[config.mk]
export PLATFORM = sky130hd
export DESIGN_NAME = svpd_queue
export DESIGN_NICKNAME = d
export VERILOG_FILES = /design/src/hw/rtl/space_vector_pwm_duty_assert.svh /design/src/hw/rtl/svpd_queue.sv
export SDC_FILE = /design/constraint.sdc
export NUM_CORES = 1
export LEC_CHECK = 0
export BUFFER_PORTS_ARGS = -buffer_cell sky130_fd_sc_hd__buf_2
export CORE_ASPECT_RATIO = 2
export CORE_MARGIN = 2
export CORE_UTILIZATION = 31
export DETAILED_ROUTE_END_ITERATION = 12
export GPL_ROUTABILITY_DRIVEN = 0
export HOLD_SLACK_MARGIN = 0.03
export PLACE_DENSITY = 0.47
export SLEW_MARGIN = 40
export SYNTH_ARGS = -nofsm -noshare
export SYNTH_HDL_FRONTEND = slang
export SYNTH_SLANG_ARGS = --single-unit
[constraint.sdc]
create_clock -name clk -period 1.6 [get_ports clk]
set_clock_uncertainty 0.05 [all_clocks]
set_input_delay 0.24 -clock clk [delete_from_list [all_inputs] [get_ports clk]]
set_output_delay 0.24 -clock clk [all_outputs]
set_load 0.03 [all_outputs]
[src/hw/rtl/space_vector_pwm_duty_assert.svh]
// Assertion macros for the space vector PWM duty RTL
`ifndef SPACE_VECTOR_PWM_DUTY_ASSERT_SVH
`define SPACE_VECTOR_PWM_DUTY_ASSERT_SVH

// Check that a condition implies another in the same cycle
`define SVPD_ASSERT_IMP(name, clk, rst_n, ante, cons) \
    name: assert property (@(posedge clk) disable iff (!rst_n) (ante) |-> (cons)) \
        else $error("svpd assertion failed");

// Check that a condition implies another in the next cycle
`define SVPD_ASSERT_NXT(name, clk, rst_n, ante, cons) \
    name: assert property (@(posedge clk) disable iff (!rst_n) (ante) |=> (cons)) \
        else $error("svpd assertion failed");

`endif

[src/hw/rtl/svpd_queue.sv]
// Small request queue between the front pipeline and the back unit
module svpd_queue #(
    parameter int WIDTH = 8,
    parameter int DEPTH = 4
) (
    input  logic             clk,
    input  logic             rst_n,
    input  logic             push,
    input  logic [WIDTH-1:0] push_data,
    input  logic             pop,
    output logic [WIDTH-1:0] pop_data,
    output logic             full,
    output logic             empty
);

    localparam int PTR_W = $clog2(DEPTH);
    localparam int CNT_W = $clog2(DEPTH + 1);

    logic [WIDTH-1:0] mem_reg [DEPTH];
    logic [PTR_W-1:0] wr_ptr_reg, rd_ptr_reg;
    logic [CNT_W-1:0] count_reg;

    assign full     = (count_reg == CNT_W'(DEPTH));
    assign empty    = (count_reg == '0);
    assign pop_data = mem_reg[rd_ptr_reg];

    // Advance pointers and count
    always_ff @(posedge clk or negedge rst_n)
    begin
        if (!rst_n)
        begin
            wr_ptr_reg <= '0;
            rd_ptr_reg <= '0;
            count_reg  <= '0;
        end
        else
        begin
            if (push)
            begin
                wr_ptr_reg <= (wr_ptr_reg == PTR_W'(DEPTH - 1)) ? '0 : wr_ptr_reg + 1'b1;
            end
            if (pop)
            begin
                rd_ptr_reg <= (rd_ptr_reg == PTR_W'(DEPTH - 1)) ? '0 : rd_ptr_reg + 1'b1;
            end
            if (push && !pop)
            begin
                count_reg <= count_reg + 1'b1;
            end
            else if (pop && !push)
            begin
                count_reg <= count_reg - 1'b1;
            end
        end
    end

    // Store the pushed request
    always_ff @(posedge clk)
    begin
        if (push)
        begin
            mem_reg[wr_ptr_reg] <= push_data;
        end
    end

endmodule

# Yosys cells after proc, flatten, opt, wreduce, memory -nomap -nowiden
# Memories as Yosys holds them, arrays and structs flattened.
# Index checks and enable logic that the tools add are counted.
# W data, S select, Z words.
dict set report totals {
  in_bits 12
  ff_bits 7
  mem_count 1
  ram_bits 32
}
dict set report classes {
  n_addsub 4
  n_eq_ne 3
  n_reduce_logical 6
  n_mux 6
}
# memory depth width read_ports rd_clocked_by_memory_dff write_ports line
set mem_list {}
lappend mem_list {mem_reg 4 8 1 0 1 svpd_queue.sv:19} ;# logic [WIDTH-1:0] mem_reg [DEPTH];
# op count
set op_table {}
lappend op_table {{$mux W3} 2}
lappend op_table {{$add A2 B1 Y2 const B} 2}
lappend op_table {{$eq A2 B2 Y1 const B} 2}
lappend op_table {{$mux W2} 2}
lappend op_table {{$add A3 B1 Y3 const B} 1}
lappend op_table {{$eq A3 B3 Y1 const B} 1}
lappend op_table {{$logic_not A3 Y1} 1}
lappend op_table {{$sub A3 B1 Y3 const B} 1}
lappend op_table {{$logic_and A1 B1 Y1} 2}
lappend op_table {{$logic_not A1 Y1} 2}
lappend op_table {{$mux W1} 2}
lappend op_table {{$reduce_bool A2 Y1} 1}

# Depth between registers and ports, before layout
dict set report depth {
  depth_word 4
  mapped_depth 7
}

# Worst setup path before layout
# Ideal clock, no wire load.
dict set report synth_path {
  kind {flip-flop to output port}
  start {register count_reg[0]}
  end {output full}
  path_slack_ns 0.150
  required_time_ns 1.310
  path_buffers 0
  stages_incl_launch_ff 2
  arrival_ns 1.160
  cell_sequence {dfrtp_1 -> nor3b_1}
}
dict set report synth_via {
  elab_chain_cells 1
}
# element line
set synth_rtl {}
lappend synth_rtl {{from (decl)} svpd_queue.sv:21} ;# logic [CNT_W-1:0] count_reg;
lappend synth_rtl {{from (signal assigned)} svpd_queue.sv:48} ;# count_reg <= count_reg + 1'b1;
lappend synth_rtl {{from (signal assigned)} svpd_queue.sv:52} ;# count_reg <= count_reg - 1'b1;
lappend synth_rtl {{$eq A3 B3 Y1} svpd_queue.sv:23} ;# assign full = (count_reg == CNT_W'(DEPTH));
lappend synth_rtl {{to (decl)} svpd_queue.sv:12} ;# output logic full,
# No other way between the ends.

# Worst setup path after layout
dict set report layout_path {
  start {register rd_ptr_reg[0]}
  end {output pop_data[0]}
}
dict set report layout_via {
  elab_chain_cells 1
}
# element line
set layout_rtl {}
lappend layout_rtl {{from (decl)} svpd_queue.sv:20} ;# logic [PTR_W-1:0] wr_ptr_reg, rd_ptr_reg;
lappend layout_rtl {{from (signal assigned)} svpd_queue.sv:44} ;# rd_ptr_reg <= (rd_ptr_reg == PTR_W'(DEPTH - 1)) ? '0 : rd_ptr_reg + 1'b1;
lappend layout_rtl {{$mem_v2 Z4 W8} -}
lappend layout_rtl {{to (decl)} svpd_queue.sv:11} ;# output logic [WIDTH-1:0] pop_data,
# No other way between the ends.

==> metrics.cfg <==
[route]
ant_nets=0
viasPerCell=4.58
detail_route.first_pass.iterations=4
routed_wirelength_um=2540
drc_errors=0
drtIter0Drc=8
wl_per_cell_um=14.5
via_count=801

[logic_synthesis]
syn_nets=98
ys_ff_latch=39
yosysTopAreaCell=edfxtp_1
synth_edf_count=32
synth_area_per_cell_um2=19.8
ys.warnings.count=0
synth_commonest_cells=edfxtp_1, mux4_2, dfrtp_1
ys.flop_type=edfxtp_1
netlist.area_leader.share_pct=61.3
synth_cell_types=18
ys_seq_area_share_pct=72.5
synth.area.top_cells=edfxtp_1, mux4_2, dfrtp_1, ha_1, and2_1
yosysMostFrequentCell=edfxtp_1
synthCells=79
syn-cell-area_um2=1570
synthArstFlopShare_pct=17.9

[cells_and_area]
area_growth_syn_to_layout_pct=28.9
largest_register_ffs=32
drive_gt1_share_pct=44.1
nets=136
fillers=455
multi_input_area_um2=400
n_antenna_cell=0
seqCellArea_um2=1140
final_cells=175

[global_routing]
grt_pass1_vias=911
grt_overflow_total=0
grt_max_degree=14
grtUsageTotal_pct=10.9
antenna_found_initial=0
grt_pass1_wl_um=4300

[clock_network]
cts_sinks=39
clkTransAtPathRegs_ps=70
numCtsBuffers=5
clockBufferDepth=2
root_buffer=clkbuf_8
htreeDepth=2
cts_tree=yes
cts_setup_buffers=0
clk_latency_ps=280

[die]
design.die.area_um2=5680
num_rows=36
core_region_area_um2=4860
ios=22
die_x_um=54.3
chipHeight_um=105
start_util_pct=32.2

[power]
pwr-share-comb_pct=35.9
p_leak_nw=0.780
swShare_pct=30.4
pwr-share-clk_pct=24.7
power_frac_seq_pct=39.4
ir_drop_mv=1.17
total_power_mw=3.80
switching_power_mw=1.16
pwr_density_cell_nw_per_um2=1880
intPower_mw=2.65

[timing]
drv_slew=0
period_minus_slack_ps=1810
setup_tns_ps=-1560
finalHoldViolations=0
fmax_ghz=0.552
slew_headroom_pct=82.4
setup_viol=8
rsz0062_at_grt=yes
period_share_pct=113
worst_slew_pin_slew_ps=265
setup_slack_ps=-213

[run_status]
violations=negative setup slack
status=finished, violations left

[critical_path]
required_ps=1310
arrival_ps=1520
crit_fanout=8
critPathCaptureType=output port
crit_path_cell_trace=buf_12 -> mux4_2 -> buf_6
critPathMaxStageDelay_ps=520
slowest_stage=mux4_2
setup.worst_path.class=reg -> out
critPathLaunchType=flop

[placed_design]
placedCellCount=166
place_ws_ps=-4.28
dp_hpwl_um=1950
io_buffers=21

[min_path]
hold_class=in -> reg

[flow_run]
cap_violations=0

## kinds of logic after synthesis
family	after synthesis	synth area share, %
xor gates and xnor gates	3	1.68
AOI/OAI and AO/OA	3	1.20
and+or+nand+nor	11	3.67
DFF	39	72.5
muxes	10	12.9
adders and majority gates	7	6.07
buffers and inverters	6	1.99
## through the flow
stage,cell area (µm²),hold slack [ps],util [%]
after floorplan,1570,-106,-
after global placement,1820,35.7,37.5
after detailed placement,1820,33.4,37.5
after CTS,2020,114,41.5
after global routing,2020,115,41.5
final,2020,118,41.5
## critical path, delay by kind of cell (launching register included)
| kind | cells | cell delay, ps |
|---|---|---|
| mux | 1 | 520 |
| flops | 1 | 400 |
| buf+inv | 2 | 320 |
## what timing repair did
action                     4_1_cts  5_1_grt
setup endpoints to repair        8        8
hold buffers                     1        0
pin swaps                        0        0
gates resized for setup         16        1
hold endpoints to repair         7        0
## area by class of cell
| cell class | count | share of cell area [%] |
|---|---|---|
| tap | 57 | 3.53 |
| multi-input combinational | 34 | 19.8 |
| clock inverter | 3 | 3.34 |
| clock buffer | 5 | 3.41 |
| sequential | 39 | 56.3 |
| timing repair buffer | 33 | 12.9 |
| inverter | 4 | 0.743 |
## power by group through the flow
stage	clock network (mW)	registers, mW	logic [mW]
6_report	0.940	1.50	1.36
5_1_grt	0.992	1.54	1.50
4_1_cts	0.969	1.50	1.39
3_5_place_dp	0	1.53	1.22
3_3_place_gp	0	1.51	1.21
2_1_floorplan	0	1.44	0.886
## cell usage in the layout, fill, tap and decap left out, types with 2 or more instances in the layout
cell type  synthesis  layout
edfxtp_1          32      32
buf_2              1      13
buf_4              0      10
mux4_2             8       8
buf_6              1       8
ha_1               6       6
dfrtp_1            7       6
clkbuf_8           0       5
inv_1              4       4
and2_1             4       4
nor3_1             2       2
mux2_2             2       2
nor2_1             2       2
nand2_1            2       2
o21ai_0            2       2
xor2_1             2       2
bufinv_16          0       2
## worst paths after layout
| check | from | endpoint | slack, ps | cells after the start |
|---|---|---|---|---|
| hold reg to reg | count_reg[2] | count_reg[2] | 450 | 1 |
| max in group asynchronous | rst_n | rd_ptr_reg[1] | 1080 | 2 |
| hold / removal | push_data[1] | mem_reg[1][1] | 120 | 1 |
| min in group asynchronous | rst_n | count_reg[2] | 260 | 2 |
| setup / recovery | rd_ptr_reg[0] | pop_data[0] | -210 | 3 |
| setup reg to reg | count_reg[0] | count_reg[2] | 190 | 4 |
## metal layers
layer  GRT usage (%)  up-vias  share of wire [%]
li1                -      375                  -
met1            10.5      399                 34
met2            20.1       22                 60
met3            2.14        5                3.6
met4            5.36        0                2.7
met5               0        -                  0
Power figures use the tool's default switching activity.
