$ cat config.mk
export PLATFORM = sky130hd
export DESIGN_NAME = svpd_front
export DESIGN_NICKNAME = d
export VERILOG_FILES = /design/src/hw/rtl/space_vector_pwm_duty_assert.svh /design/src/hw/rtl/svpd_pkg.sv /design/src/hw/rtl/svpd_front.sv
export SDC_FILE = /design/constraint.sdc
export NUM_CORES = 2
export LEC_CHECK = 0
export BUFFER_PORTS_ARGS = -buffer_cell sky130_fd_sc_hd__buf_2
export CAP_MARGIN = 20
export CORE_MARGIN = 2
export CORE_UTILIZATION = 30
export CTS_BUF_LIST = sky130_fd_sc_hd__clkbuf_8
export CTS_CLUSTER_SIZE = 8
export DETAILED_ROUTE_END_ITERATION = 8
export SYNTH_ARGS = -nofsm -noshare
export SYNTH_HDL_FRONTEND = slang
export SYNTH_SLANG_ARGS = --single-unit
$ cat constraint.sdc
create_clock -name clk -period 9.15 [get_ports clk]
set_input_delay 0 -clock clk [delete_from_list [all_inputs] [get_ports clk]]
set_output_delay 0 -clock clk [all_outputs]
set_load 0.005 [all_outputs]
$ cat src/hw/rtl/space_vector_pwm_duty_assert.svh
// Assertion macros for the space vector PWM duty RTL
`ifndef SPACE_VECTOR_PWM_DUTY_ASSERT_SVH
`define SPACE_VECTOR_PWM_DUTY_ASSERT_SVH

// Check that a condition implies another in the same cycle
`define SVPD_ASSERT_IMP(name, clk, rst_n, ante, cons) \
    name: assert property (@(posedge clk) disable iff (!rst_n) (ante) |-> (cons)) \
        else $error("svpd assertion failed");

// Check that a condition implies another in the next cycle
`define SVPD_ASSERT_NXT(name, clk, rst_n, ante, cons) \
    name: assert property (@(posedge clk) disable iff (!rst_n) (ante) |=> (cons)) \
        else $error("svpd assertion failed");

`endif

$ cat src/hw/rtl/svpd_pkg.sv
// Shared types, constants and the sector decode for the SVPWM duty block
package svpd_pkg;

    // Configuration register indexes
    localparam int CFG_INDEX_W = 3;
    localparam logic [CFG_INDEX_W-1:0] CFG_VBUS_GAIN  = 3'd0;
    localparam logic [CFG_INDEX_W-1:0] CFG_PWM_PERIOD = 3'd1;
    localparam logic [CFG_INDEX_W-1:0] CFG_MAX_DUTY   = 3'd2;
    localparam logic [CFG_INDEX_W-1:0] CFG_MIN_DUTY   = 3'd3;

    // Register reset values
    localparam logic [15:0] RST_VBUS_GAIN  = 16'd4096;
    localparam logic [15:0] RST_PWM_PERIOD = 16'd5000;
    localparam logic [15:0] RST_MAX_DUTY   = 16'd62259;
    localparam logic [15:0] RST_MIN_DUTY   = 16'd3277;

    // sqrt(3) in Q16
    localparam int SQRT3_Q16 = 113512;

    // Active times are shifted down until their sum is below 2^NORM_LIMIT
    localparam int NORM_LIMIT = 38;

    // Sector codes
    localparam logic [2:0] SECTOR_ZERO = 3'd0;
    localparam logic [2:0] SECTOR_1    = 3'd1;
    localparam logic [2:0] SECTOR_2    = 3'd2;
    localparam logic [2:0] SECTOR_3    = 3'd3;
    localparam logic [2:0] SECTOR_4    = 3'd4;
    localparam logic [2:0] SECTOR_5    = 3'd5;
    localparam logic [2:0] SECTOR_6    = 3'd6;

    typedef struct packed {
        logic [15:0] vbus_gain;
        logic [15:0] pwm_period;
        logic [15:0] max_duty;
        logic [15:0] min_duty;
    } cfg_t;

    typedef enum logic [2:0] {
        ST_IDLE,
        ST_CHECK,
        ST_NORM,
        ST_DIV,
        ST_DUTY,
        ST_MUL
    } back_state_t;

    // Map sign code {y<0, z<0, x>0} to the sector number
    function automatic logic [2:0] sector_of_code(input logic [2:0] code);
        logic [2:0] s;
        unique case (code)
            3'd1:    s = SECTOR_2;
            3'd2:    s = SECTOR_6;
            3'd3:    s = SECTOR_1;
            3'd4:    s = SECTOR_4;
            3'd5:    s = SECTOR_3;
            3'd6:    s = SECTOR_5;
            default: s = SECTOR_ZERO;
        endcase
        return s;
    endfunction

endpackage

$ cat src/hw/rtl/svpd_front.sv
// Front pipeline: sector quantities, sector decode and scaled active times
module svpd_front #(
    parameter int VOLT_WIDTH = 16,
    parameter int FRAC_BITS  = 16,
    parameter int TIME_W     = 25
) (
    input  logic                         clk,
    input  logic                         rst_n,
    input  logic                         in_valid,
    output logic                         in_stall,
    input  logic signed [VOLT_WIDTH-1:0] v_alpha,
    input  logic signed [VOLT_WIDTH-1:0] v_beta,
    input  logic [15:0]                  gain,
    input  logic                         full,
    output logic                         push,
    output logic [TIME_W-1:0]            push_t1,
    output logic [TIME_W-1:0]            push_t2,
    output logic [2:0]                   push_sector
);

    localparam int Q_W    = VOLT_WIDTH + 20;
    localparam int MAG_W  = VOLT_WIDTH + 18;
    localparam int HI_W   = MAG_W / 2;
    localparam int LO_W   = MAG_W - HI_W;
    localparam int PROD_W = MAG_W + 16;
    localparam int SHIFT  = 41 - FRAC_BITS;
    localparam logic signed [Q_W-1:0] SQRT3 = Q_W'(svpd_pkg::SQRT3_Q16);

    logic advance;

    logic                  a_valid_reg;
    logic signed [Q_W-1:0] a_sv_reg, a_tv_reg;

    logic                  b_valid_reg;
    logic signed [Q_W-1:0] b_x_reg, b_y_reg, b_z_reg;
    logic [2:0]            b_sector_reg;

    logic                  c_valid_reg;
    logic [MAG_W-1:0]      c_m1_reg, c_m2_reg;
    logic [2:0]            c_sector_reg;

    logic                  d_valid_reg;
    logic [LO_W+15:0]      d_pl1_reg, d_pl2_reg;
    logic [HI_W+15:0]      d_ph1_reg, d_ph2_reg;
    logic [2:0]            d_sector_reg;

    logic                  e_valid_reg;
    logic [TIME_W-1:0]     e_t1_reg, e_t2_reg;
    logic [2:0]            e_sector_reg;

    logic signed [Q_W-1:0] sv_next, tv_next;
    logic signed [Q_W-1:0] x_next, y_next, z_next;
    logic [2:0]            code;
    logic signed [Q_W-1:0] p_sel, q_sel;
    logic [PROD_W-1:0]     full1, full2;

    function automatic logic [MAG_W-1:0] mag_of(input logic signed [Q_W-1:0] v);
        logic signed [Q_W-1:0] n;
        n = v[Q_W-1] ? -v : v;
        return MAG_W'(n);
    endfunction

    // Advance the whole pipeline unless the last stage is blocked
    assign advance     = !e_valid_reg || !full;
    assign in_stall    = !advance;
    assign push        = e_valid_reg && !full;
    assign push_t1     = e_t1_reg;
    assign push_t2     = e_t2_reg;
    assign push_sector = e_sector_reg;

    // Stage A: sqrt3 * vb and 3 * va in Q16
    assign sv_next = Q_W'(v_beta) * SQRT3;
    assign tv_next = (Q_W'(v_alpha) <<< 17) + (Q_W'(v_alpha) <<< 16);

    // Stage B: doubled X, Y, Z and their sign code
    assign x_next = a_sv_reg <<< 1;
    assign y_next = a_tv_reg + a_sv_reg;
    assign z_next = a_sv_reg - a_tv_reg;
    assign code   = {y_next[Q_W-1], z_next[Q_W-1],
                     !a_sv_reg[Q_W-1] && (a_sv_reg != '0)};

    // Stage C: pick the pair of quantities for this sector
    always_comb
    begin
        case (b_sector_reg) inside
            svpd_pkg::SECTOR_1, svpd_pkg::SECTOR_4:
            begin
                p_sel = b_z_reg;
                q_sel = b_x_reg;
            end
            svpd_pkg::SECTOR_2, svpd_pkg::SECTOR_5:
            begin
                p_sel = b_y_reg;
                q_sel = b_z_reg;
            end
            svpd_pkg::SECTOR_3, svpd_pkg::SECTOR_6:
            begin
                p_sel = b_x_reg;
                q_sel = b_y_reg;
            end
            default:
            begin
                p_sel = '0;
                q_sel = '0;
            end
        endcase
    end

    // Stage E: combine the partial products and drop the fraction
    assign full1 = (PROD_W'(d_ph1_reg) << LO_W) + PROD_W'(d_pl1_reg);
    assign full2 = (PROD_W'(d_ph2_reg) << LO_W) + PROD_W'(d_pl2_reg);

    // Hold valid flags under reset
    always_ff @(posedge clk or negedge rst_n)
    begin
        if (!rst_n)
        begin
            a_valid_reg <= 1'b0;
            b_valid_reg <= 1'b0;
            c_valid_reg <= 1'b0;
            d_valid_reg <= 1'b0;
            e_valid_reg <= 1'b0;
        end
        else if (advance)
        begin
            a_valid_reg <= in_valid;
            b_valid_reg <= a_valid_reg;
            c_valid_reg <= b_valid_reg;
            d_valid_reg <= c_valid_reg;
            e_valid_reg <= d_valid_reg;
        end
    end

    // Advance the payload stages
    always_ff @(posedge clk)
    begin
        if (advance)
        begin
            a_sv_reg     <= sv_next;
            a_tv_reg     <= tv_next;
            b_x_reg      <= x_next;
            b_y_reg      <= y_next;
            b_z_reg      <= z_next;
            b_sector_reg <= svpd_pkg::sector_of_code(code);
            c_m1_reg     <= mag_of(p_sel);
            c_m2_reg     <= mag_of(q_sel);
            c_sector_reg <= b_sector_reg;
            d_pl1_reg    <= (LO_W+16)'(c_m1_reg[LO_W-1:0]) * (LO_W+16)'(gain);
            d_pl2_reg    <= (LO_W+16)'(c_m2_reg[LO_W-1:0]) * (LO_W+16)'(gain);
            d_ph1_reg    <= (HI_W+16)'(c_m1_reg[MAG_W-1:LO_W]) * (HI_W+16)'(gain);
            d_ph2_reg    <= (HI_W+16)'(c_m2_reg[MAG_W-1:LO_W]) * (HI_W+16)'(gain);
            d_sector_reg <= c_sector_reg;
            e_t1_reg     <= TIME_W'(full1 >> SHIFT);
            e_t2_reg     <= TIME_W'(full2 >> SHIFT);
            e_sector_reg <= d_sector_reg;
        end
    end

endmodule

## Word-level counts from Yosys, hierarchy flattened

Index checks and enable logic that the tools add are counted.

- Flip-flop bits (word level): 440
- Input bits: 52
- Output and inout bits: 55
- Logic and storage cells: 66

- Add/subtract/negate cells: 7
- Multiply operators: 5
- Equal/unequal tests: 12
- Muxes and demuxes: 9
- Reductions and logical operators: 11

Operators with widths:

| operator | number |
|---|---|
| $mux 36 | 6 |
| $mul 17x16->33 | 4 |
| $add 50x33->50 | 2 |
| $mux 34 | 2 |
| $neg 34->34 | 2 |
| $add 36x36->36 | 1 |
| $reduce_bool 36->1 | 1 |
| $sub 36x36->36 | 1 |
| $add 33x32->34 | 1 |
| $mul 16x15->31 const B | 1 |
| $eq 3x3->1 const B | 6 |
| $pmux 3 s6 | 1 |
| $eq 3x2->1 const B | 4 |
| $eq 3x1->1 const B | 2 |
| $reduce_or 2->1 | 3 |
| $logic_not 1->1 | 4 |
| $logic_and 1x1->1 | 2 |
| $logic_or 1x1->1 | 1 |

## Longest topological paths before layout

- Depth after elaboration: 7
- Gate-level depth with buffers: 24
- Mapped depth without buffers: 23

## Worst setup path before layout

OpenSTA, ideal clock, no wires.

- Path kind: flip-flop to flip-flop
- From: register e_valid_reg
- To: register a_valid_reg
- Setup time: 0.104 ns
- Arrival: 8.791 ns
- Data required time: 9.046 ns
- Slack: 0.255 ns
- Stages on the path, launching flop included: 3
- Buffers on the path: 0
- Period minus slack after synthesis: 8.895 ns
- Cells stage by stage: dfrtp_1 nand2_1 mux2_2

- Longest elaborated chain between the ends: 2

RTL lines:

| element | line | RTL |
|---|---|---|
| from (decl) | svpd_front.sv:47 | `logic e_valid_reg;` |
| from (signal assigned) | svpd_front.sv:130 | `e_valid_reg <= d_valid_reg;` |
| $logic_not 1->1 | svpd_front.sv:64 | `assign advance = !e_valid_reg \|\| !full;` |
| $logic_or 1x1->1 | svpd_front.sv:64 |  |
| to (signal assigned) | svpd_front.sv:126 | `a_valid_reg <= in_valid;` |
| to (decl) | svpd_front.sv:31 | `logic a_valid_reg;` |

Every way passes these cells.
A chain may end at the register's enable or synchronous reset.

## Worst setup path after layout

- From: register c_m1_reg[27]
- To: register d_ph1_reg[32], data pin

- Longest elaborated chain between the ends: 1

RTL lines:

| element | line | RTL |
|---|---|---|
| from (decl) | svpd_front.sv:39 | `logic [MAG_W-1:0] c_m1_reg, c_m2_reg;` |
| from (signal assigned) | svpd_front.sv:145 | `c_m1_reg <= mag_of(p_sel);` |
| $mul 17x16->33 | svpd_front.sv:150 | `d_ph1_reg <= (HI_W+16)'(c_m1_reg[MAG_W-1:LO_W]) * (HI_W+16)'(gain);` |
| to (signal assigned) | svpd_front.sv:150 |  |
| to (decl) | svpd_front.sv:44 | `logic [HI_W+15:0] d_ph1_reg, d_ph2_reg;` |

Every way passes these cells.

==> metrics.md <==
| Metric | Value |
|---|---|
| DRC violation count after routing | `0` |
| Critical Path Max Stage Delay | `0.79 ns` |
| Kind of end point of the critical path | `flop` |
| Clock-pin slew of the registers on the worst-case setup and hold paths | `0.06 ns` |
| Maximum number of pins on one net before global-route repair | `184` |
| Sum of overflow across all layers after global routing | `0` |
| Accumulated negative setup slack | `0 ns` |
| Sequential fraction of the synthesis area | `19.0%` |
| Worst endpoint required time | `9.70 ns` |
| Pre-Repair DR Iteration Count | `6` |
| Mean post-synth cell area | `9.82 µm²` |
| Count of boundary I/O pins | `107` |
| Number of nets in the final layout | `7060` |
| Final max-slew violation count | `0` |
| Share of the synthesized netlist area taken by xor and xnor gates | `4.24%` |
| Routed wire length | `131000 µm` |
| Setup repair after global routing missed its margin | `no` |
| Post-synthesis adder-cell area fraction | `46.1%` |
| Commonest cells in the synthesized netlist | `sky130_fd_sc_hd__inv_1, sky130_fd_sc_hd__fa_1, sky130_fd_sc_hd__nand2_1` |
| Average via count per standard cell | `4.71` |
| CTS tree | `built` |
| Reg-to-reg endpoint | `d_ph1_reg[32]` |
| Cell taking the most area after synthesis | `sky130_fd_sc_hd__fa_1` |
| Die Span Y | `429 µm` |
| Final number of hold-violating endpoints | `0` |
| FMAX | `141 MHz` |
| Cell type with the highest occurrence count on the critical path | `sky130_fd_sc_hd__fa_1` |
| Total number of vias | `37411` |
| All-Layer GR Usage | `14.6%` |
| # rows | `155` |
| HPWL Detailed | `101000 µm` |
| Main combinational cell family by area after synthesis | `adder cells` |
| Average wire per standard cell | `16.5 µm` |
| HP Start | `v_beta[4]` |
| Minimum clock period | `7.08 ns` |
| Number of endpoints failing setup at the final stage | `0` |
| Clock Skews | `0.0646 ns` |
| Worst slew margin | `21.3%` |
| Skew-Pair Late Insertion Delay | `0.80 ns` |
| Area share of the largest cell type after synthesis | `32.2%` |
| Core area | `179000 µm²` |
| Part of the cycle the worst path needs | `77.4%` |
| Antenna violations before repair | `10` |
| Library cells used by synthesis | `80` |
| Fraction of layout cells with a size suffix above 1 | `4.97%` |
| Max Cap Viol | `0` |
| Commonest register cell after synthesis | `sky130_fd_sc_hd__edfxtp_1` |
| Post-synthesis sequential element count | `344` |
| Synth Area in Compound Gates | `6.91%` |
| Worst Path Arrival | `7.63 ns` |
| Number of violations reported at the end of detailed-routing iteration 0 | `2236` |
| H-Tree Level Count | `3` |
| Global-route wire length before repair | `216000 µm` |
| Area of the mapped netlist | `54100 µm²` |
| Async S/R FF share, synth | `1.45%` |
| Post-Synthesis Net Count | `7028` |
| Port Buf Inserts | `106` |
| Critical-path cell with the highest stage delay | `sky130_fd_sc_hd__edfxtp_1` |
| Sequence of cells on the critical path | `nand2_1 -> fa_1 -> fa_1 -> fa_1 -> fa_1 -> inv_1 -> fa_1 -> fa_1 -> ha_1 -> a21o_1 -> a221oi_1 -> a21oi_1 -> or4_1 -> o31ai_1 -> a21oi_1 -> a211o_1 -> a21oi_1 -> xnor2_1` |
| Critical path launch point type | `flop` |
| Buffer type at the clock tree root | `sky130_fd_sc_hd__clkbuf_8` |
| Number of synthesized flops with an enable pin | `339` |
| Launch instance of the worst register-to-register path | `c_m1_reg[27]` |
| Antenna Violating Nets Remaining | `0` |
| Final GP Congestion | `0.874` |
| Growth of design area from synthesis to finish | `8.71%` |
| Number of cells produced by synthesis | `5513` |
| Result of the run | `finished clean` |
| TritonCTS buffer count | `69` |
| Setup slack, reg-to-reg | `2.07 ns` |
| Most frequently used cell type in the post-synthesis netlist | `sky130_fd_sc_hd__inv_1` |
| Register-to-Register Path Depth | `18` |
| Area share of and/or/nand/nor cells after synthesis | `13.5%` |
| Largest cells by area after synthesis | `sky130_fd_sc_hd__fa_1, sky130_fd_sc_hd__edfxtp_1, sky130_fd_sc_hd__ha_1` |
| DIE WIDTH | `429 µm` |
| Worst min-delay path endpoint | `a_sv_reg[8]` |
| Starting density of the core | `30.3%` |
| Slew at the pin closest to its max-slew limit | `1.18 ns` |
| Clk sinks | `344` |
| Vias in the first global route | `40563` |
| Die Footprint | `184000 µm²` |
| Kind of critical path | `reg2reg` |
| Mux cell area share after synthesis | `0.853%` |
| Worst hold path stage count | `4` |
| Critical path peak fanout | `16` |
| Post-cts repair resize count | `0` |
| Yosys warns | `0` |
| Buffer depth of the longest clock path | `3` |
| Hold/Removal Path Class | `in2reg` |
[final cells by class]
| class | instances | area [µm²] |
|---|---|---|
| well taps | 2355 | 2950 |
| fillers | 18318 | 120000 |
| repair buffers | 188 | 1290 |
| diodes | 3 | 7.51 |
| clock buffers | 69 | 950 |
| flip-flops and latches | 344 | 10300 |
| inverters | 1101 | 4130 |
| multi-input cells | 3841 | 38800 |
| clock inverters | 45 | 400 |
[cell families (layout without fill, tap and decap cells)]
group	count (synthesis)	count (layout)
XOR/XNOR	262	262
buffers and inverters	1328	1403
flip-flops	344	344
other	0	3
AND/OR/NAND/NOR	1484	1484
AO/OA/AOI/OAI	575	575
adder cells (fa/ha/maj)	1475	1475
multiplexers	45	45
[worst max path at each step]
stage	slack, ns	cells after the start	endpoint	start
final	2.07	18	d_ph1_reg[32]	c_m1_reg[27]
after global routing	1.73	18	d_ph1_reg[32]	c_m1_reg[27]
after detailed placement	2.02	20	d_pl1_reg[30]	gain[1]
after global placement	2.09	22	d_pl1_reg[30]	gain[1]
after floorplan	0.25	2	a_valid_reg	e_valid_reg
after CTS	2.02	18	d_ph1_reg[32]	c_m1_reg[27]
[per-stage QoR]
stage	setup WS [ns]	hold WS [ns]	area, µm²	util [%]	std cells
6_report	2.07	0.126	58800	32.9	7946
5_1_grt	1.73	0.110	58800	32.9	7946
4_1_cts	2.02	0.0160	58800	32.9	7942
3_5_place_dp	2.02	-0.176	57100	31.9	7786
3_3_place_gp	2.09	-0.184	57100	31.9	7786
2_1_floorplan	0.255	-0.296	54100	-	5513
[critical path: cells and delay by family (launching register included)]
| family | cells | cell delay, ns |
|---|---|---|
| adder cells (fa/ha/maj) | 7 | 3.45 |
| AO/OA/AOI/OAI | 7 | 1.75 |
| flip-flops | 1 | 0.79 |
| AND/OR/NAND/NOR | 2 | 0.74 |
| XOR/XNOR | 1 | 0.07 |
| buffers and inverters | 1 | 0.05 |
[routing by layer]
metal,part of all wire [%],track usage (%)
met5,0.012,0
met2,47,24.2
met1,45,19.4
met4,2.5,4.11
met3,6.0,2.73
[what timing repair did]
item / CTS / global route
hold endpoints to repair: 37 / 0
hold buffers: 42 / 0
buffers inserted: 0 / 0
[cells in the final DEF, fill, tap and decap left out, drive strengths merged, types with 12 or more instances in the layout]
master and n:
inv 1117, fa 870, nand2 624, ha 593
and2 490, edfxtp 339, xnor2 187, a21oi 161
buf 146, nor2 144, o21ai 121, xor2 75
clkbuf 69, a21o 64, dlygate4sd3 42, nor3 41
mux2i 39, nand3 34, o21bai 32, a31oi 27
nand4 25, nor2b 25, a22oi 24, o21a 23
clkinv 22, nor4 21, and3 20, nand2b 20
a211oi 18, or2 15, o31ai 14, maj3 12
o2bb2ai 12
Power is left out: the tool's default activity adds up to more than one toggle a clock period on the data nets, which glitch-free logic cannot reach.
