--- config.mk ---
export PLATFORM = sky130hd
export DESIGN_NAME = svpd_back
export DESIGN_NICKNAME = d
export VERILOG_FILES = /design/src/hw/rtl/svpd_pkg.sv /design/src/hw/rtl/svpd_back.sv
export VERILOG_INCLUDE_DIRS = /design/src /design/src/hw/rtl
export SDC_FILE = /design/constraint.sdc
export NUM_CORES = 2
export LEC_CHECK = 0
export BUFFER_PORTS_ARGS = -buffer_cell sky130_fd_sc_hd__buf_2
export CORE_MARGIN = 4
export CORE_UTILIZATION = 58
export CTS_CLUSTER_DIAMETER = 100
export DETAILED_ROUTE_END_ITERATION = 8
export GPL_TIMING_DRIVEN = 0
export HOLD_SLACK_MARGIN = 0.1
export PLACE_DENSITY = 0.76
export SLEW_MARGIN = 25
export SYNTH_ARGS = -nofsm -noshare
export SYNTH_HDL_FRONTEND = slang
export SYNTH_SLANG_ARGS = --single-unit
--- constraint.sdc ---
create_clock -name clk -period 14.9 [get_ports clk]
set_clock_uncertainty 0.15 [all_clocks]
set_input_delay 4.47 -clock clk [delete_from_list [all_inputs] [get_ports clk]]
set_output_delay 4.47 -clock clk [all_outputs]
set_load 0.01 [all_outputs]
--- src/hw/rtl/space_vector_pwm_duty_assert.svh ---
// Assertion macros for the space vector PWM duty RTL
`ifndef SPACE_VECTOR_PWM_DUTY_ASSERT_SVH
`define SPACE_VECTOR_PWM_DUTY_ASSERT_SVH

// Check that a condition implies another in the same cycle
`define SVPD_ASSERT_IMP(name, clk, rst_n, ante, cons) \
    name: assert property (@(posedge clk) disable iff (!rst_n) (ante) |-> (cons)) \
        else $error("svpd assertion failed");

// Check that a condition implies another in the next cycle
`define SVPD_ASSERT_NXT(name, clk, rst_n, ante, cons) \
    name: assert property (@(posedge clk) disable iff (!rst_n) (ante) |=> (cons)) \
        else $error("svpd assertion failed");

`endif

--- src/hw/rtl/svpd_pkg.sv ---
// Shared types, constants and the sector decode for the SVPWM duty block
package svpd_pkg;

    // Configuration register indexes
    localparam int CFG_INDEX_W = 3;
    localparam logic [CFG_INDEX_W-1:0] CFG_VBUS_GAIN  = 3'd0;
    localparam logic [CFG_INDEX_W-1:0] CFG_PWM_PERIOD = 3'd1;
    localparam logic [CFG_INDEX_W-1:0] CFG_MAX_DUTY   = 3'd2;
    localparam logic [CFG_INDEX_W-1:0] CFG_MIN_DUTY   = 3'd3;

    // Register reset values
    localparam logic [15:0] RST_VBUS_GAIN  = 16'd4096;
    localparam logic [15:0] RST_PWM_PERIOD = 16'd5000;
    localparam logic [15:0] RST_MAX_DUTY   = 16'd62259;
    localparam logic [15:0] RST_MIN_DUTY   = 16'd3277;

    // sqrt(3) in Q16
    localparam int SQRT3_Q16 = 113512;

    // Active times are shifted down until their sum is below 2^NORM_LIMIT
    localparam int NORM_LIMIT = 38;

    // Sector codes
    localparam logic [2:0] SECTOR_ZERO = 3'd0;
    localparam logic [2:0] SECTOR_1    = 3'd1;
    localparam logic [2:0] SECTOR_2    = 3'd2;
    localparam logic [2:0] SECTOR_3    = 3'd3;
    localparam logic [2:0] SECTOR_4    = 3'd4;
    localparam logic [2:0] SECTOR_5    = 3'd5;
    localparam logic [2:0] SECTOR_6    = 3'd6;

    typedef struct packed {
        logic [15:0] vbus_gain;
        logic [15:0] pwm_period;
        logic [15:0] max_duty;
        logic [15:0] min_duty;
    } cfg_t;

    typedef enum logic [2:0] {
        ST_IDLE,
        ST_CHECK,
        ST_NORM,
        ST_DIV,
        ST_DUTY,
        ST_MUL
    } back_state_t;

    // Map sign code {y<0, z<0, x>0} to the sector number
    function automatic logic [2:0] sector_of_code(input logic [2:0] code);
        logic [2:0] s;
        unique case (code)
            3'd1:    s = SECTOR_2;
            3'd2:    s = SECTOR_6;
            3'd3:    s = SECTOR_1;
            3'd4:    s = SECTOR_4;
            3'd5:    s = SECTOR_3;
            3'd6:    s = SECTOR_5;
            default: s = SECTOR_ZERO;
        endcase
        return s;
    endfunction

endpackage

--- src/hw/rtl/svpd_back.sv ---
// Back unit: overmodulation rescale, duty build, clamp and compare counts
`include "space_vector_pwm_duty_assert.svh"

module svpd_back #(
    parameter int FRAC_BITS = 16,
    parameter int TIME_W    = 25
) (
    input  logic                clk,
    input  logic                rst_n,
    input  svpd_pkg::cfg_t      cfg,
    input  logic                empty,
    output logic                pop,
    input  logic [TIME_W-1:0]   pop_t1,
    input  logic [TIME_W-1:0]   pop_t2,
    input  logic [2:0]          pop_sector,
    output logic                out_valid,
    input  logic                out_stall,
    output logic [15:0]         duty_a,
    output logic [15:0]         duty_b,
    output logic [15:0]         duty_c,
    output logic [15:0]         compare_a,
    output logic [15:0]         compare_b,
    output logic [15:0]         compare_c,
    output logic [2:0]          sector,
    output logic                overmodulated
);

    localparam int SUM_W = TIME_W + 1;
    localparam int REM_W = svpd_pkg::NORM_LIMIT + 2;
    localparam int D_W   = FRAC_BITS + 2;
    localparam int Q_W   = FRAC_BITS + 1;
    localparam int CNT_W = $clog2(FRAC_BITS + 1);
    localparam int ONE   = 1 << FRAC_BITS;

    svpd_pkg::back_state_t state_reg, state_next;
    logic                  out_valid_reg, out_valid_next;

    logic [TIME_W-1:0] t1_reg, t1_next, t2_reg, t2_next;
    logic [2:0]        sec_reg, sec_next;
    logic              over_reg, over_next;
    logic [REM_W-1:0]  rem1_reg, rem1_next, rem2_reg, rem2_next, div_reg, div_next;
    logic [Q_W-1:0]    q1_reg, q1_next, q2_reg, q2_next;
    logic [CNT_W-1:0]  cnt_reg, cnt_next;
    logic [15:0]       da_reg, da_next, db_reg, db_next, dc_reg, dc_next;

    logic [15:0] duty_a_reg, duty_b_reg, duty_c_reg;
    logic [15:0] cmp_a_reg, cmp_b_reg, cmp_c_reg;
    logic [2:0]  sector_reg;
    logic        over_out_reg;
    logic        out_load;

    logic [SUM_W-1:0] sum_w;
    logic [REM_W-1:0] sh1, sh2;
    logic             ge1, ge2;
    logic [D_W-1:0]   t1f, t2f, base, da, db, dc;
    logic             out_free;

    function automatic logic [15:0] to_duty(input logic [D_W-1:0] d,
                                            input svpd_pkg::cfg_t c);
        logic [D_W+15:0] w;
        logic [15:0]     v;
        w = {d, 16'h0000} >> FRAC_BITS;
        v = (w > (D_W+16)'(16'hFFFF)) ? 16'hFFFF : w[15:0];
        if (v > c.max_duty)
        begin
            v = c.max_duty;
        end
        if (v < c.min_duty)
        begin
            v = c.min_duty;
        end
        return v;
    endfunction

    function automatic logic [15:0] to_compare(input logic [15:0] d, input logic [15:0] p);
        logic [31:0] m;
        m = 32'(d) * 32'(p);
        return m[31:16];
    endfunction

    assign sum_w    = SUM_W'(t1_reg) + SUM_W'(t2_reg);
    assign out_free = !out_valid_reg || !out_stall;

    // One restoring division step for each active time
    assign sh1 = (cnt_reg == '0) ? rem1_reg : (rem1_reg << 1);
    assign sh2 = (cnt_reg == '0) ? rem2_reg : (rem2_reg << 1);
    assign ge1 = (sh1 >= div_reg);
    assign ge2 = (sh2 >= div_reg);

    // Build the centred duties from base and active times
    assign t1f  = D_W'(t1_reg);
    assign t2f  = D_W'(t2_reg);
    assign base = (D_W'(ONE) - t1f - t2f) >> 1;

    always_comb
    begin
        case (sec_reg)
            svpd_pkg::SECTOR_1:
            begin
                da = base + t1f + t2f;
                db = base + t2f;
                dc = base;
            end
            svpd_pkg::SECTOR_2:
            begin
                da = base + t1f;
                db = base + t1f + t2f;
                dc = base;
            end
            svpd_pkg::SECTOR_3:
            begin
                da = base;
                db = base + t1f + t2f;
                dc = base + t2f;
            end
            svpd_pkg::SECTOR_4:
            begin
                da = base;
                db = base + t1f;
                dc = base + t1f + t2f;
            end
            svpd_pkg::SECTOR_5:
            begin
                da = base + t2f;
                db = base;
                dc = base + t1f + t2f;
            end
            svpd_pkg::SECTOR_6:
            begin
                da = base + t1f + t2f;
                db = base;
                dc = base + t1f;
            end
            default:
            begin
                da = base;
                db = base;
                dc = base;
            end
        endcase
    end

    // Sequence one request through the back unit
    always_comb
    begin
        state_next     = state_reg;
        out_valid_next = out_valid_reg && out_stall;
        out_load       = 1'b0;
        pop            = 1'b0;
        t1_next        = t1_reg;
        t2_next        = t2_reg;
        sec_next       = sec_reg;
        over_next      = over_reg;
        rem1_next      = rem1_reg;
        rem2_next      = rem2_reg;
        div_next       = div_reg;
        q1_next        = q1_reg;
        q2_next        = q2_reg;
        cnt_next       = cnt_reg;
        da_next        = da_reg;
        db_next        = db_reg;
        dc_next        = dc_reg;
        unique case (state_reg)
            svpd_pkg::ST_IDLE:
            begin
                if (!empty)
                begin
                    pop        = 1'b1;
                    t1_next    = pop_t1;
                    t2_next    = pop_t2;
                    sec_next   = pop_sector;
                    state_next = svpd_pkg::ST_CHECK;
                end
            end
            svpd_pkg::ST_CHECK:
            begin
                over_next  = (sum_w > SUM_W'(ONE));
                state_next = (sum_w > SUM_W'(ONE)) ? svpd_pkg::ST_NORM : svpd_pkg::ST_DUTY;
            end
            svpd_pkg::ST_NORM:
            begin
                if ((sum_w >> svpd_pkg::NORM_LIMIT) != '0)
                begin
                    t1_next = t1_reg >> 1;
                    t2_next = t2_reg >> 1;
                end
                else
                begin
                    rem1_next  = REM_W'(t1_reg);
                    rem2_next  = REM_W'(t2_reg);
                    div_next   = REM_W'(sum_w);
                    q1_next    = '0;
                    q2_next    = '0;
                    cnt_next   = '0;
                    state_next = svpd_pkg::ST_DIV;
                end
            end
            svpd_pkg::ST_DIV:
            begin
                rem1_next = ge1 ? sh1 - div_reg : sh1;
                rem2_next = ge2 ? sh2 - div_reg : sh2;
                q1_next   = {q1_reg[Q_W-2:0], ge1};
                q2_next   = {q2_reg[Q_W-2:0], ge2};
                cnt_next  = cnt_reg + 1'b1;
                if (cnt_reg == CNT_W'(FRAC_BITS))
                begin
                    t1_next    = TIME_W'(q1_next);
                    t2_next    = TIME_W'(q2_next);
                    state_next = svpd_pkg::ST_DUTY;
                end
            end
            svpd_pkg::ST_DUTY:
            begin
                da_next    = to_duty(da, cfg);
                db_next    = to_duty(db, cfg);
                dc_next    = to_duty(dc, cfg);
                state_next = svpd_pkg::ST_MUL;
            end
            svpd_pkg::ST_MUL:
            begin
                if (out_free)
                begin
                    out_load       = 1'b1;
                    out_valid_next = 1'b1;
                    state_next     = svpd_pkg::ST_IDLE;
                end
            end
            default:
            begin
                state_next = svpd_pkg::ST_IDLE;
            end
        endcase
    end

    // Hold state and output valid under reset
    always_ff @(posedge clk or negedge rst_n)
    begin
        if (!rst_n)
        begin
            state_reg     <= svpd_pkg::ST_IDLE;
            out_valid_reg <= 1'b0;
        end
        else
        begin
            state_reg     <= state_next;
            out_valid_reg <= out_valid_next;
        end
    end

    // Datapath registers
    always_ff @(posedge clk)
    begin
        t1_reg   <= t1_next;
        t2_reg   <= t2_next;
        sec_reg  <= sec_next;
        over_reg <= over_next;
        rem1_reg <= rem1_next;
        rem2_reg <= rem2_next;
        div_reg  <= div_next;
        q1_reg   <= q1_next;
        q2_reg   <= q2_next;
        cnt_reg  <= cnt_next;
        da_reg   <= da_next;
        db_reg   <= db_next;
        dc_reg   <= dc_next;
        if (out_load)
        begin
            duty_a_reg   <= da_reg;
            duty_b_reg   <= db_reg;
            duty_c_reg   <= dc_reg;
            cmp_a_reg    <= to_compare(da_reg, cfg.pwm_period);
            cmp_b_reg    <= to_compare(db_reg, cfg.pwm_period);
            cmp_c_reg    <= to_compare(dc_reg, cfg.pwm_period);
            sector_reg   <= sec_reg;
            over_out_reg <= over_reg;
        end
    end

    assign out_valid     = out_valid_reg;
    assign duty_a        = duty_a_reg;
    assign duty_b        = duty_b_reg;
    assign duty_c        = duty_c_reg;
    assign compare_a     = cmp_a_reg;
    assign compare_b     = cmp_b_reg;
    assign compare_c     = cmp_c_reg;
    assign sector        = sector_reg;
    assign overmodulated = over_out_reg;

    // The zero vector never overmodulates
    `SVPD_ASSERT_IMP(a_over_sector, clk, rst_n, out_valid_reg && over_out_reg, sector_reg != svpd_pkg::SECTOR_ZERO)
    // The last division step hands over to the duty build
    `SVPD_ASSERT_NXT(a_div_done, clk, rst_n, state_reg == svpd_pkg::ST_DIV && cnt_reg == CNT_W'(FRAC_BITS), state_reg == svpd_pkg::ST_DUTY)
    // Active times never exceed one period when duties are built
    `SVPD_ASSERT_IMP(a_time_bound, clk, rst_n, state_reg == svpd_pkg::ST_DUTY, sum_w <= SUM_W'(ONE))

endmodule

Word-level counts from Yosys, hierarchy flattened --
Cells that the tools add are included. W data, S select, Z words.
Storage, ports and cells: register bits 349, bits of input ports 121, output and inout bits 102, logic and storage cells 118
Operators by class: add/sub/neg operators 9, multipliers 3, magnitude comparators 12, equality and inequality tests 15, multiplexer cells 41, bitwise gates (word level) 1, reductions and logical operators 14
Operator list (number):
- $mux W16 | 12
- $pmux W18 S3 | 3
- $mux W40 | 4
- $pmux W40 S2 | 2
- $mux W25 | 4
- $pmux W25 S2 | 2
- $mul A16 B16 Y32 | 3
- $ge A40 B26 Y1 | 2
- $sub A40 B26 Y40 | 2
- $pmux W16 S2 | 2
- $gt A18 B16 Y1 const B | 3
- $gt A16 B16 Y1 | 3
- $lt A16 B16 Y1 | 3
- $add A17 B18 Y18 | 2
- $add A25 B25 Y26 | 1
- $gt A26 B17 Y1 const B | 1
- $add A18 B18 Y18 | 1
- $pmux W3 S6 | 1
- $sub A17 B18 Y18 const A | 1
- $sub A18 B18 Y18 | 1
- $eq A3 B3 Y1 const B | 5
- $eq A3 B2 Y1 const B | 4
- $mux W3 | 4
- $pmux W5 S2 | 1
- other kinds (15) | 28

Longest topological paths before layout --
depth after elaboration 12, depth in mapped cells 55, gate-level depth less buffers 51

Worst setup path after synthesis --
No wires, ideal clock.
path kind reg2reg, start register t2_reg[1], end register db_reg[10], data pin, setup time 0.260 ns, arrival 10.567 ns, data required time 14.490 ns, slack 3.923 ns, stages on the path, launching flop included 54, buffers on the path 6, period minus slack after synthesis 10.977 ns, cells stage by stage edfxtp_1 > ha_1 > inv_1 > ha_1 > fa_1 > inv_1 > o21bai_1 > maj3_1 > a21oi_1 > o21bai_1 > maj3_1 > xor2_1 > ha_1 > a21oi_1 > o21ai_1 > a211oi_2 > xnor2_1 > ha_1 > [... 18 more ...] > a31o_2 > clkbuf_1 > clkbuf_1 > nor2_1 > a31oi_1 > ha_1 > a21o_1 > a21oi_1 > nor2b_1 > o21ai_0 > nand2b_1 > a21oi_1 > nor2b_1 > o21ai_0 > nand2_1 > a31oi_2 > buf_4 > mux2_2
On the way: word-level cells in the longest chain between the ends 11, elaborated cells on any way between the ends 12, classes of those cells add/sub (4); order compare (3); mux (5)
RTL lines:
- start: declaration | line svpd_back.sv:38 | logic [TIME_W-1:0] t1_reg, t1_next, t2_reg, t2_next;
- start signal: assignment | line svpd_back.sv:254 | t2_reg <= t2_next;
- $sub A18 B18 Y18 | line svpd_back.sv:93 | assign base = (D_W'(ONE) - t1f - t2f) >> 1;
- $add A17 B18 Y18 | line svpd_back.sv:107, svpd_back.sv:113, svpd_back.sv:119
- $add A18 B18 Y18 | line svpd_back.sv:107, svpd_back.sv:113
- $pmux W18 S3 (*) | line svpd_back.sv:97 | case (sec_reg)
- $gt A18 B16 Y1 | line svpd_back.sv:63 | v = (w > (D_W+16)'(16'hFFFF)) ? 16'hFFFF : w[15:0];
- $mux W16 (*) | line svpd_back.sv:63
- $gt A16 B16 Y1 | line svpd_back.sv:64 | if (v > c.max_duty)
- $mux W16 (*) | line svpd_back.sv:64
- $mux W16 (*) | line svpd_back.sv:163 | unique case (state_reg)
- $lt A16 B16 Y1 | line svpd_back.sv:68 | if (v < c.min_duty)
- $mux W16 (*) | line svpd_back.sv:68
- end signal: assignment | line svpd_back.sv:264 | db_reg <= db_next;
- end: declaration | line svpd_back.sv:44 | logic [15:0] da_reg, da_next, db_reg, db_next, dc_reg, dc_next;
Every way passes the cells marked *; elsewhere a longest branch is shown, timed or not. The select of a mux whose other input is x is not followed. A chain may end at the register's enable or synchronous reset.

Worst setup path in the final report --
Same ends and word-level chain as after synthesis.

==> impl_metrics.toml <==
[critical_path]
worstSetupStartpointType = "flip-flop"
path_max_fanout = 10
max_stage_delay_ns = 0.61
critPathSlowestCell = "edfxtp_1"
cp_data_required_time_ns = 15.11
critPathMostFrequentCell = "ha_1"
crit_family = "compound AO/OA/AOI/OAI gates"
critPathCaptureType = "flip-flop"
worstSetupPathType = "reg2reg"
worstPathArrival_ns = 14.13
cp_num_buf_inv = 8

[detailed_routing]
routed_wl_um = 162000
vias_per_cell = 6.03
first_pass_iters = 5
ant_nets = 0
drcViolationCount = 0
avgRoutedWirePerCell_um = 23.4
drt_iter0_markers = 4007
vias = 41600

[min_path]
hold_path.class = "reg2reg"

[timing]
hold_viol_final = 0
period_share_pct = 93.4
relSlewSlack_pct = 22.4
maxSlewViolCount = 0
finalSetupViolCount = 0
final.setup.tns_ns = 0
fin_ws_ns = 0.986
fmax_ghz = 0.0719
worst_slew_pin_slew_ns = 1.16
period_needed_ns = 13.91
rsz0062_at_grt = "false"

[global_route]
grt_start_max_net_pins = 47
antenna_found_initial = 3
gr-total-overflow = 0
grt_usage_pct = 35.5
grt_pass1_vias = 42100
grt_pass1_wl_um = 247000

[synthesis]
synth-seq-cells = 349
syn_nets = 6737
synth-seq-area-share_pct = 20.8
synth_top_family_by_area = "adder cells"
synthAdderAreaFrac_pct = 37.3
ys_types = 99
synthMuxAreaShare_pct = 2.85
ys_warn_count = 0
async_flop_share_pct = 1.15
synthFlopType = "edfxtp_1"
synthSimpleGateAreaFrac_pct = 16.3
synth_area_mm2 = 0.0503
synth_xor_area_share_pct = 3.43
postSynthAreaPerCell_um2 = 9.19
synthCells = 5471
synth_compound_area_share_pct = 11.3
synth_edf_count = 345

[place]
dpl.hpwl_um = 131000
numPortBuffers = 191
pre_cts_ws_ns = 1.15
place_congestion = 0.991

[outcome]
outcome = "finished clean"

[floorplan]
die-area_mm2 = 0.0914
ioPinCount = 223
initial_core_util_pct = 58.7
die_h_um = 302
num_rows = 107
core_mm2 = 0.0855
die_w_um = 302

[finish]
fillers = 7039
areaGrowthSynthToFinish_pct = 8.42
fin_nets = 6991
layout-drive-gt1-share_pct = 7.15

[cts]
clk_pin_slew_worst_paths_ns = 0.06
cts-root-buf = "clkbuf_16"
cts_tree = "built"
clkSinkCount = 349
postCtsHoldBufs = 0
ctsResizeCount = 0
clock_latency_ns = 0.65
postCtsSetupBuffers = 0
clockBufferDepth = 3
cts-buffers-inserted = 43
htree_levels = 2

[job]
drv_cap = 0
## through the flow
step,cells,utilization (%),cell area (µm²),hold WS (ns)
finish,6904,63.7,54500,0.306
global route,6903,63.7,54500,0.329
CTS,6903,63.7,54500,0.301
detailed placement,6824,61.9,53000,0.275
global placement,6806,61.5,52600,0.286
floorplan,5471,-,50300,0.250
## layer usage
layer  track usage [%]  part of all wire, %
met1              47.9                   40
met2              55.1                   44
met3              7.52                   10
met4              16.7                  5.6
met5             0.476                0.045
## area by class of cell
type | instances | area (µm²) | area share, %
Antenna cell | 1 | 2.50 | 0.00459
Buffer | 239 | 938 | 1.72
Clock buffer | 52 | 1140 | 2.09
Clock inverter | 27 | 343 | 0.629
Inverter | 811 | 3040 | 5.59
Multi-Input combinational cell | 4072 | 35900 | 65.8
Sequential cell | 349 | 10500 | 19.2
Tap cell | 1144 | 1430 | 2.63
Timing Repair Buffer | 209 | 1270 | 2.33
## cell usage in the layout (no fill, tap or decap), drive strengths merged, types with 50 or more instances in the layout
cell and instances:
a21o 132, xor2 65, buf 238, fa 586, edfxtp 345, nand3 60, clkbuf 262, o21a 50
mux2 80, xnor2 129, nand2 884, inv 815, and2 306, o21ai 185, ha 559, mux2i 53
nor2 204, a21oi 179
## logic make-up (layout without fill, tap and decap cells)
kind of cell               Yosys count  in the layout
muxes                              133            133
xor gates and xnor gates           195            195
AOI/OAI and AO/OA                  850            850
buffers and inverters             1050           1338
other                                0              1
DFF                                349            349
adders and majority gates         1148           1148
and+or+nand+nor                   1746           1746
## synthesized netlist by cell type (all sizes together), types with 32 or more instances
library cell  instances  area (µm²)
nand2               884        3320
inv                 811        3040
fa                  586       11700
ha                  559        6990
edfxtp              345       10400
and2                306        1910
clkbuf              210         790
nor2                204         766
o21ai               185         930
a21oi               179         911
a21o                132         991
xnor2               129        1130
mux2                 80         901
xor2                 65         569
nand3                60         300
mux2i                53         531
o21a                 50         375
and3                 48         300
a31oi                45         303
nand4                44         275
nor3                 37         185
nor2b                36         225
a211oi               32         258
## worst paths after layout
check                           from             to  slack (ns)  cells after the start
max in group asynchronous      rst_n   state_reg[2]       10.97                      1
hold reg to reg             over_reg  overmodulated        0.31                      0
hold / removal              over_reg  overmodulated        0.31                      0
setup reg to reg           t2_reg[1]     db_reg[10]        0.99                     53
min in group asynchronous      rst_n   state_reg[0]        3.50                      1
setup / recovery           t2_reg[1]     db_reg[10]        0.99                     53
Power is not shown: default switching activity piles up to over one toggle a cycle in this logic, so the estimate is an artifact.
